$ cat src/sv/drso_pkg.sv
// Shared types and constants for the decaying random shake offset block.
// No dependencies; imported by every module of the block.
package drso_pkg;

  // Field and register widths.
  localparam int STRENGTH_W = 10;
  localparam int DUR_W      = 16;
  localparam int SEED_W     = 32;
  localparam int OFS_W      = 11;
  localparam int PROD_W     = STRENGTH_W + DUR_W;
  localparam int CFG_IDX_W  = 2;
  localparam int CFG_DATA_W = 32;

  // Shared divider geometry: 32-bit dividend, 16-bit divisor, two bits a cycle.
  localparam int DIVD_W           = 32;
  localparam int DIVS_W           = 16;
  localparam int DIV_BITS_PER_CYC = 2;
  localparam int DIV_CYCLES       = DIVD_W / DIV_BITS_PER_CYC;
  localparam int DIV_CNT_W        = $clog2(DIV_CYCLES);

  // Linear congruential generator constants.
  localparam logic [SEED_W-1:0] LCG_MUL = 32'd1664525;
  localparam logic [SEED_W-1:0] LCG_ADD = 32'd1013904223;

  // Configuration register indexes.
  localparam logic [CFG_IDX_W-1:0] REG_STRENGTH = 2'd0;
  localparam logic [CFG_IDX_W-1:0] REG_DURATION = 2'd1;
  localparam logic [CFG_IDX_W-1:0] REG_SEED     = 2'd2;

  // Input command codes.
  localparam logic CMD_TICK  = 1'b0;
  localparam logic CMD_START = 1'b1;

  // Controller states.
  typedef enum logic [3:0] {
    ST_IDLE,
    ST_CHECK,
    ST_AMP_GO,
    ST_AMP_WAIT,
    ST_AMP_CHK,
    ST_X_GO,
    ST_X_WAIT,
    ST_Y_GO,
    ST_Y_WAIT,
    ST_DONE
  } drso_state_t;

  // Commands from the controller to the datapath.
  typedef struct packed {
    logic accept;
    logic mul;
    logic div_start;
    logic div_sel_mod;
    logic cap_amp;
    logic lcg;
    logic cap_x;
    logic cap_y;
    logic out_load;
  } drso_cmd_t;

  // Status from the datapath to the controller.
  typedef struct packed {
    logic shake_idle;
    logic amp_zero;
    logic div_done;
  } drso_sts_t;

endpackage

$ cat src/sv/decaying_random_shake_offset_top.sv
// An item whose shake is idle goes straight to the result; otherwise the shared
// divider works out the amplitude and, if it is not zero, makes two more passes
// for the offsets, at two quotient bits a cycle.
// Throughput: one item at a time; the next item is taken once the result has
// entered the output register, which holds it until it is taken.
// Reset: synchronous, active low; state resets, payload registers do not.
module decaying_random_shake_offset_top
  import drso_pkg::*;
(
  input  logic                    clk,
  input  logic                    rst_n,
  input  logic                    cfg_wr_en,
  input  logic [CFG_IDX_W-1:0]    cfg_index,
  input  logic [CFG_DATA_W-1:0]   cfg_wdata,
  input  logic                    in_valid,
  output logic                    in_ready,
  input  logic                    in_cmd,
  input  logic [DUR_W-1:0]        in_elapsed_time,
  output logic                    out_valid,
  input  logic                    out_ready,
  output logic signed [OFS_W-1:0] out_offset_x,
  output logic signed [OFS_W-1:0] out_offset_y
);

  drso_cmd_t cmd;
  drso_sts_t sts;

  // Sequencer.
  drso_ctrl u_ctrl (
    .clk       (clk),
    .rst_n     (rst_n),
    .in_valid  (in_valid),
    .in_ready  (in_ready),
    .out_valid (out_valid),
    .out_ready (out_ready),
    .sts       (sts),
    .cmd       (cmd)
  );

  // Arithmetic and state.
  drso_dp u_dp (
    .clk             (clk),
    .rst_n           (rst_n),
    .cfg_wr_en       (cfg_wr_en),
    .cfg_index       (cfg_index),
    .cfg_wdata       (cfg_wdata),
    .in_cmd          (in_cmd),
    .in_elapsed_time (in_elapsed_time),
    .cmd             (cmd),
    .sts             (sts),
    .out_offset_x    (out_offset_x),
    .out_offset_y    (out_offset_y)
  );

endmodule

$ cat src/sv/drso_div.sv
// Iterative restoring divider giving quotient and remainder, two bits a cycle.
// Depends on drso_pkg for its widths.
module drso_div
  import drso_pkg::*;
(
  input  logic              clk,
  input  logic              rst_n,
  input  logic              start,
  input  logic [DIVD_W-1:0] dividend,
  input  logic [DIVS_W-1:0] divisor,
  output logic [DIVD_W-1:0] quotient,
  output logic [DIVS_W-1:0] remainder,
  output logic              done
);

  localparam logic [DIV_CNT_W-1:0] DIV_LAST = DIV_CNT_W'(DIV_CYCLES - 1);

  logic [DIVD_W-1:0]    quo_r, quo_nxt;
  logic [DIVS_W-1:0]    rem_r, rem_nxt;
  logic [DIVS_W-1:0]    dvs_r, dvs_nxt;
  logic [DIV_CNT_W-1:0] cnt_r, cnt_nxt;
  logic                 busy_r, busy_nxt;
  logic                 done_r, done_nxt;
  logic [DIVS_W:0]      trial;
  logic                 qbit;

  // Shift in dividend bits, subtract the divisor where it fits.
  always_comb begin
    quo_nxt  = quo_r;
    rem_nxt  = rem_r;
    dvs_nxt  = dvs_r;
    cnt_nxt  = cnt_r;
    busy_nxt = busy_r;
    done_nxt = 1'b0;
    trial    = '0;
    qbit     = 1'b0;
    if (start) begin
      quo_nxt  = dividend;
      rem_nxt  = '0;
      dvs_nxt  = divisor;
      cnt_nxt  = '0;
      busy_nxt = 1'b1;
    end else if (busy_r) begin
      for (int i = 0; i < DIV_BITS_PER_CYC; i++) begin
        trial = {rem_nxt, quo_nxt[DIVD_W-1]};
        if (trial >= {1'b0, dvs_r}) begin
          trial = trial - {1'b0, dvs_r};
          qbit  = 1'b1;
        end else begin
          qbit  = 1'b0;
        end
        rem_nxt = trial[DIVS_W-1:0];
        quo_nxt = {quo_nxt[DIVD_W-2:0], qbit};
      end
      cnt_nxt = cnt_r + 1'b1;
      if (cnt_r == DIV_LAST) begin
        busy_nxt = 1'b0;
        done_nxt = 1'b1;
      end
    end
  end

  // Control registers.
  always_ff @(posedge clk) begin
    if (!rst_n) begin
      cnt_r  <= '0;
      busy_r <= 1'b0;
      done_r <= 1'b0;
    end else begin
      cnt_r  <= cnt_nxt;
      busy_r <= busy_nxt;
      done_r <= done_nxt;
    end
  end

  // Operand and result registers.
  always_ff @(posedge clk) begin
    quo_r <= quo_nxt;
    rem_r <= rem_nxt;
    dvs_r <= dvs_nxt;
  end

  assign quotient  = quo_r;
  assign remainder = rem_r;
  assign done      = done_r;

endmodule

$ cat src/sv/drso_dp.sv
// Datapath: configuration registers, shake state, generator and offset results.
// Depends on drso_pkg and instantiates the shared divider drso_div.
module drso_dp
  import drso_pkg::*;
(
  input  logic                    clk,
  input  logic                    rst_n,
  input  logic                    cfg_wr_en,
  input  logic [CFG_IDX_W-1:0]    cfg_index,
  input  logic [CFG_DATA_W-1:0]   cfg_wdata,
  input  logic                    in_cmd,
  input  logic [DUR_W-1:0]        in_elapsed_time,
  input  drso_cmd_t               cmd,
  output drso_sts_t               sts,
  output logic signed [OFS_W-1:0] out_offset_x,
  output logic signed [OFS_W-1:0] out_offset_y
);

  // Configuration registers.
  logic [STRENGTH_W-1:0] strength_r, strength_nxt;
  logic [DUR_W-1:0]      duration_r, duration_nxt;
  logic [SEED_W-1:0]     seed_r, seed_nxt;
  // Shake state.
  logic [STRENGTH_W-1:0] hs_r, hs_nxt;
  logic [DUR_W-1:0]      hd_r, hd_nxt;
  logic [DUR_W-1:0]      tl_r, tl_nxt;
  logic [SEED_W-1:0]     gen_r, gen_nxt;
  // Working values.
  logic [PROD_W-1:0]     prod_r, prod_nxt;
  logic [STRENGTH_W-1:0] amp_r, amp_nxt;
  logic [OFS_W-1:0]      x_r, x_nxt;
  logic [OFS_W-1:0]      y_r, y_nxt;
  logic [OFS_W-1:0]      ox_r, ox_nxt;
  logic [OFS_W-1:0]      oy_r, oy_nxt;

  logic [DIVD_W-1:0]     div_dividend;
  logic [DIVS_W-1:0]     div_divisor;
  logic [DIVD_W-1:0]     div_quo;
  logic [DIVS_W-1:0]     div_rem;
  logic                  div_done;
  logic [OFS_W-1:0]      range;
  logic [OFS_W-1:0]      centred;

  // Configuration writes; indexes beyond the list are ignored.
  always_comb begin
    strength_nxt = strength_r;
    duration_nxt = duration_r;
    seed_nxt     = seed_r;
    if (cfg_wr_en) begin
      unique case (cfg_index)
        REG_STRENGTH: strength_nxt = cfg_wdata[STRENGTH_W-1:0];
        REG_DURATION: duration_nxt = cfg_wdata[DUR_W-1:0];
        REG_SEED:     seed_nxt     = cfg_wdata[SEED_W-1:0];
        default:      ;
      endcase
    end
  end

  // Start latches the registers; a tick lowers the time left, saturating at zero.
  always_comb begin
    hs_nxt  = hs_r;
    hd_nxt  = hd_r;
    tl_nxt  = tl_r;
    gen_nxt = gen_r;
    if (cmd.accept) begin
      if (in_cmd == CMD_START) begin
        hs_nxt  = strength_r;
        hd_nxt  = duration_r;
        tl_nxt  = duration_r;
        gen_nxt = (seed_r != '0) ? seed_r : SEED_W'(1);
      end else begin
        tl_nxt  = (in_elapsed_time >= tl_r) ? '0 : tl_r - in_elapsed_time;
      end
    end else if (cmd.lcg) begin
      gen_nxt = gen_r * LCG_MUL + LCG_ADD;
    end
  end

  // The divider serves the amplitude and both modulo reductions.
  assign range        = {amp_r, 1'b1};
  assign div_dividend = cmd.div_sel_mod ? gen_r : {{(DIVD_W-PROD_W){1'b0}}, prod_r};
  assign div_divisor  = cmd.div_sel_mod ? {{(DIVS_W-OFS_W){1'b0}}, range} : hd_r;
  assign centred      = div_rem[OFS_W-1:0] - {1'b0, amp_r};

  drso_div u_div (
    .clk       (clk),
    .rst_n     (rst_n),
    .start     (cmd.div_start),
    .dividend  (div_dividend),
    .divisor   (div_divisor),
    .quotient  (div_quo),
    .remainder (div_rem),
    .done      (div_done)
  );

  // Product, amplitude, offsets and the output register.
  always_comb begin
    prod_nxt = cmd.mul ? hs_r * tl_r : prod_r;
    amp_nxt  = cmd.cap_amp ? div_quo[STRENGTH_W-1:0] : amp_r;
    x_nxt    = x_r;
    y_nxt    = y_r;
    if (cmd.accept) begin
      x_nxt = '0;
      y_nxt = '0;
    end else begin
      if (cmd.cap_x) x_nxt = centred;
      if (cmd.cap_y) y_nxt = centred;
    end
    ox_nxt = cmd.out_load ? x_r : ox_r;
    oy_nxt = cmd.out_load ? y_r : oy_r;
  end

  // Registers with a reset value.
  always_ff @(posedge clk) begin
    if (!rst_n) begin
      strength_r <= '0;
      duration_r <= '0;
      seed_r     <= SEED_W'(1);
      hs_r       <= '0;
      hd_r       <= '0;
      tl_r       <= '0;
      gen_r      <= SEED_W'(1);
    end else begin
      strength_r <= strength_nxt;
      duration_r <= duration_nxt;
      seed_r     <= seed_nxt;
      hs_r       <= hs_nxt;
      hd_r       <= hd_nxt;
      tl_r       <= tl_nxt;
      gen_r      <= gen_nxt;
    end
  end

  // Payload registers.
  always_ff @(posedge clk) begin
    prod_r <= prod_nxt;
    amp_r  <= amp_nxt;
    x_r    <= x_nxt;
    y_r    <= y_nxt;
    ox_r   <= ox_nxt;
    oy_r   <= oy_nxt;
  end

  assign sts.shake_idle = (hs_r == '0) || (hd_r == '0) || (tl_r == '0);
  assign sts.amp_zero   = (amp_r == '0);
  assign sts.div_done   = div_done;

  assign out_offset_x = ox_r;
  assign out_offset_y = oy_r;

endmodule

$ cat src/sv/drso_ctrl.sv
// Controller state machine sequencing one item through the datapath.
// Depends on drso_pkg for the state type and the command and status structs.
module drso_ctrl
  import drso_pkg::*;
(
  input  logic      clk,
  input  logic      rst_n,
  input  logic      in_valid,
  output logic      in_ready,
  output logic      out_valid,
  input  logic      out_ready,
  input  drso_sts_t sts,
  output drso_cmd_t cmd
);

  drso_state_t state_r, state_nxt;
  logic        out_valid_r, out_valid_nxt;

  // Next state and command decode.
  always_comb begin
    state_nxt     = state_r;
    out_valid_nxt = out_valid_r && !out_ready;
    cmd           = '0;
    unique case (state_r)
      ST_IDLE: begin
        if (in_valid) begin
          cmd.accept = 1'b1;
          state_nxt  = ST_CHECK;
        end
      end
      ST_CHECK: begin
        if (sts.shake_idle) begin
          state_nxt = ST_DONE;
        end else begin
          cmd.mul   = 1'b1;
          state_nxt = ST_AMP_GO;
        end
      end
      ST_AMP_GO: begin
        cmd.div_start = 1'b1;
        state_nxt     = ST_AMP_WAIT;
      end
      ST_AMP_WAIT: begin
        if (sts.div_done) begin
          cmd.cap_amp = 1'b1;
          state_nxt   = ST_AMP_CHK;
        end
      end
      ST_AMP_CHK: begin
        if (sts.amp_zero) begin
          state_nxt = ST_DONE;
        end else begin
          cmd.lcg   = 1'b1;
          state_nxt = ST_X_GO;
        end
      end
      ST_X_GO: begin
        cmd.div_start   = 1'b1;
        cmd.div_sel_mod = 1'b1;
        state_nxt       = ST_X_WAIT;
      end
      ST_X_WAIT: begin
        cmd.div_sel_mod = 1'b1;
        if (sts.div_done) begin
          cmd.cap_x = 1'b1;
          cmd.lcg   = 1'b1;
          state_nxt = ST_Y_GO;
        end
      end
      ST_Y_GO: begin
        cmd.div_start   = 1'b1;
        cmd.div_sel_mod = 1'b1;
        state_nxt       = ST_Y_WAIT;
      end
      ST_Y_WAIT: begin
        cmd.div_sel_mod = 1'b1;
        if (sts.div_done) begin
          cmd.cap_y = 1'b1;
          state_nxt = ST_DONE;
        end
      end
      ST_DONE: begin
        // Hand over once the output register is free or being emptied.
        if (!out_valid_r || out_ready) begin
          cmd.out_load  = 1'b1;
          out_valid_nxt = 1'b1;
          state_nxt     = ST_IDLE;
        end
      end
      default: state_nxt = ST_IDLE;
    endcase
  end

  // State and output valid registers.
  always_ff @(posedge clk) begin
    if (!rst_n) begin
      state_r     <= ST_IDLE;
      out_valid_r <= 1'b0;
    end else begin
      state_r     <= state_nxt;
      out_valid_r <= out_valid_nxt;
    end
  end

  assign in_ready  = (state_r == ST_IDLE);
  assign out_valid = out_valid_r;

endmodule

$ cat config.mk
export PLATFORM = sky130hd
export DESIGN_NAME = decaying_random_shake_offset_top
export DESIGN_NICKNAME = d
export VERILOG_FILES = /design/src/sv/drso_pkg.sv /design/src/sv/decaying_random_shake_offset_top.sv /design/src/sv/drso_div.sv /design/src/sv/drso_dp.sv /design/src/sv/drso_ctrl.sv
export SDC_FILE = /design/constraint.sdc
export NUM_CORES = 1
export LEC_CHECK = 0
export BUFFER_PORTS_ARGS = -buffer_cell sky130_fd_sc_hd__clkbuf_2
export CORE_MARGIN = 1.5
export CORE_UTILIZATION = 68
export DETAILED_ROUTE_END_ITERATION = 7
export PLACE_DENSITY = 0.86
export REMOVE_ABC_BUFFERS = 1
export SYNTH_ARGS = -nofsm -noshare
export SYNTH_HDL_FRONTEND = slang
export SYNTH_SLANG_ARGS = --single-unit
$ cat constraint.sdc
create_clock -name clk -period 20.7 [get_ports clk]
set_clock_uncertainty 0.15 [all_clocks]
set_input_delay 4.14 -clock clk [delete_from_list [all_inputs] [get_ports clk]]
set_output_delay 4.14 -clock clk [all_outputs]
set_load 0.1 [all_outputs]
==> impl_metrics.toml <==
[floorplan]
start_util = 0.690
dieHeight_microns = 198
fp.dieW_microns = 198
ios = 80
num_rows = 71
core_area_sq_um = 37600
dieArea_sq_um = 39300

[final_layout]
fin_cells = 3390
final_nets = 3442
diodes = 0
fill_cells = 2709
syn2layout_area_growth_pct = 6.78
final_common_cell = "inv_1"
layout-drive-gt1-share = 0.0663
layout_common_cells = "469 x inv_1, 374 x nand2_1, 280 x ha_1"

[run_status]
status = "finished, violations left"
violations = "design-rule violations"

[synthesis]
ys.warnings.count = 0
synthCells = 2840
netlist_area_sq_um = 25900
synth_edf_count = 106
synth_ff_type = "dfxtp_1"
synth_top_area_share = 0.194
synthTopCellsByArea = "fa_1 19%, dfxtp_1 14%, ha_1 14%, edfxtp_1 12%, inv_1 6.8%"
synth_cell_types = 80
avgSynthCellArea_sq_um = 9.12
ys_seq_area_frac = 0.263
synth-seq-cells = 287
async_flop_share = 0
synth_area_leader_cell = "fa_1"

[power_and_ir_drop]
comb_power_share = 0.728
worst_ir_drop_vdd_uv = 189
power_density_nw_per_um2 = 163
power.net_switching_mw = 2.24
total_power_mw = 4.50
clkPwrFrac = 0.122
power_leakage_nw = 12.8
p_seq_frac = 0.150
p_sw_frac = 0.498
internal_power_mw = 2.26

[route]
drt-total-wl_microns = 69700
vias = 20700
drc = 1
ant_nets = 0
firstDrtPassIters = 8
routedWlPerCell_microns = 20.6
dr.first_iter.drc_count = 2002
post_drt_via_cell_ratio = 6.10

[place]
dp_slack_ps = 13390
post-dp-hpwl_microns = 53600
place.gp.congestion = 0.980
place_inst = 3334
portBuffers = 79

[cts]
clkSinkCount = 287
cts-root-buf = "clkbuf_16"
cts_tree = "built"
hold_buffers = 0
clockBufferDepth = 3
htreeDepth = 1
cts_buffers = 30
cts_setup_buffers = 0
clk-insertion-delay-late_ps = 600
ctsResizeCount = 0
path_clk_slew_ps = 80

[setup_path]
critPathBufInv = 6
cp_slowest_cell = "dfxtp_1"
critical-path-top-delay-family = "adder cells"
max_stage_delay_ps = 620
rrSetupSlack_ps = 13350
r2r_start = "u_dp.gen_r[1]"
r2r-end = "u_dp.gen_r[31]"
cp.arrival_ps = 7710
cp-start-kind = "flop"
worstPathRequired_ps = 21050
crit_top_cell = "inv_1"
r2r_cells = 25
cp_max_fo = 11
crit_end = "u_dp.gen_r[31]"
worst-path-stages = 25
path_class = "flop to flop"
crit_start = "u_dp.gen_r[1]"
cp-end-kind = "flop"

[sta]
hold_violations = 0
max_slew_margin = 0.134
finalCritPeriodShare = 0.355
rsz0062_at_grt = "no"
maxSlewViolCount = 0
setup_tns_ps = 0
fmax_mhz = 136
tightest_slew_ps = 1290
setup_ws_ps = 13350
final-setup-viol-count = 0
post-route-min-period_ps = 7350

[global_route]
antenna_found_initial = 0
grt_pass1_wl_microns = 111000
overflow = 0
grt_max_degree = 97
first_global_vias = 21000
grt_use_total = 0.363

[run]
drv_cap = 0

[worst_hold_path]
whs_path_depth = 0
hold_class = "flop to flop"
## cell type report
| type | instances | area, sq um | share of cell area |
|---|---|---|---|
| Clock buffer | 39 | 846 | 0.0306 |
| Tap cell | 511 | 639 | 0.0231 |
| Multi-Input combinational cell | 1972 | 17000 | 0.613 |
| Inverter | 471 | 1770 | 0.0640 |
| Clock inverter | 17 | 159 | 0.00574 |
| Timing Repair Buffer | 93 | 500 | 0.0181 |
| Sequential cell | 287 | 6810 | 0.246 |
## worst min path at each step
stage	start	to
finish	u_dp.x_r[8]	u_dp.out_offset_x[8]
global route	u_dp.x_r[8]	u_dp.out_offset_x[8]
CTS	u_dp.x_r[8]	u_dp.out_offset_x[8]
detailed placement	u_dp.x_r[8]	u_dp.out_offset_x[8]
global placement	u_dp.y_r[7]	u_dp.out_offset_y[7]
floorplan	u_dp.x_r[2]	u_dp.out_offset_x[2]
## synth_stat cells, drive strengths merged (10+ instances only)
cell / count
o21a: 17
a222oi: 10
mux2i: 59
or3: 12
nand2b: 12
nor2: 129
edfxtp: 106
a21oi: 177
a221oi: 15
ha: 280
xor2: 36
mux2: 15
and2: 95
nand4: 16
nand2: 376
nand3: 33
a21o: 24
nor2b: 18
o21ai: 106
fa: 251
xnor2: 80
dfxtp: 181
inv: 470
o211ai: 12
clkbuf: 93
a31oi: 10
nor3: 23
a211oi: 33
nor4: 27
buf: 17
## power groups by stage
stage / Combinational, mW / Sequential, mW / Clock, mW
final: 3.28 / 0.673 / 0.550
after global placement: 3.04 / 0.682 / 0
after global routing: 3.65 / 0.676 / 0.575
after detailed placement: 3.21 / 0.683 / 0
after CTS: 3.23 / 0.671 / 0.552
after floorplan: 2.47 / 0.665 / 0
## metrics by stage
step / util / cell area, sq um / hold slack [ps]
finish: 0.736 / 27700 / 282
global route: 0.736 / 27700 / 294
CTS: 0.736 / 27700 / 282
detailed placement: 0.710 / 26700 / 269
global placement: 0.710 / 26700 / 262
floorplan: - / 25500 / 258
## sequential cells by signal (all words and copies together) (netlist names), 10 cells and up
| register | flops |
|---|---|
| u_dp.gen_r | 32 |
| u_dp.seed_r | 32 |
| u_dp.u_div.quotient | 32 |
| u_dp.prod_r | 26 |
| u_dp.duration_r | 16 |
| u_dp.hd_r | 16 |
| u_dp.tl_r | 16 |
| u_dp.u_div.dvs_r | 16 |
| u_dp.u_div.remainder | 16 |
| u_dp.out_offset_x | 11 |
| u_dp.out_offset_y | 11 |
| u_dp.x_r | 11 |
| u_dp.y_r | 11 |
| u_dp.amp_r | 10 |
| u_dp.hs_r | 10 |
| u_dp.strength_r | 10 |
## metal layers
layer / vias to the layer above / GRT usage / wire [microns]
met4: 0 / 0.143 / 3070
met1: 10100 / 0.480 / 27400
met5: - / 0 / 0
met2: 999 / 0.600 / 32800
met3: 223 / 0.0586 / 6470
li1: 9387 / - / -
## kinds of logic after synthesis
group,after synthesis,share of synthesized area
compound gates,478,0.117
xor+xnor,116,0.0392
fa+ha+maj,531,0.329
buf+inv,581,0.0848
flops,287,0.263
mux,74,0.0295
simple gates,773,0.137
(Power assumes the default switching activity.)
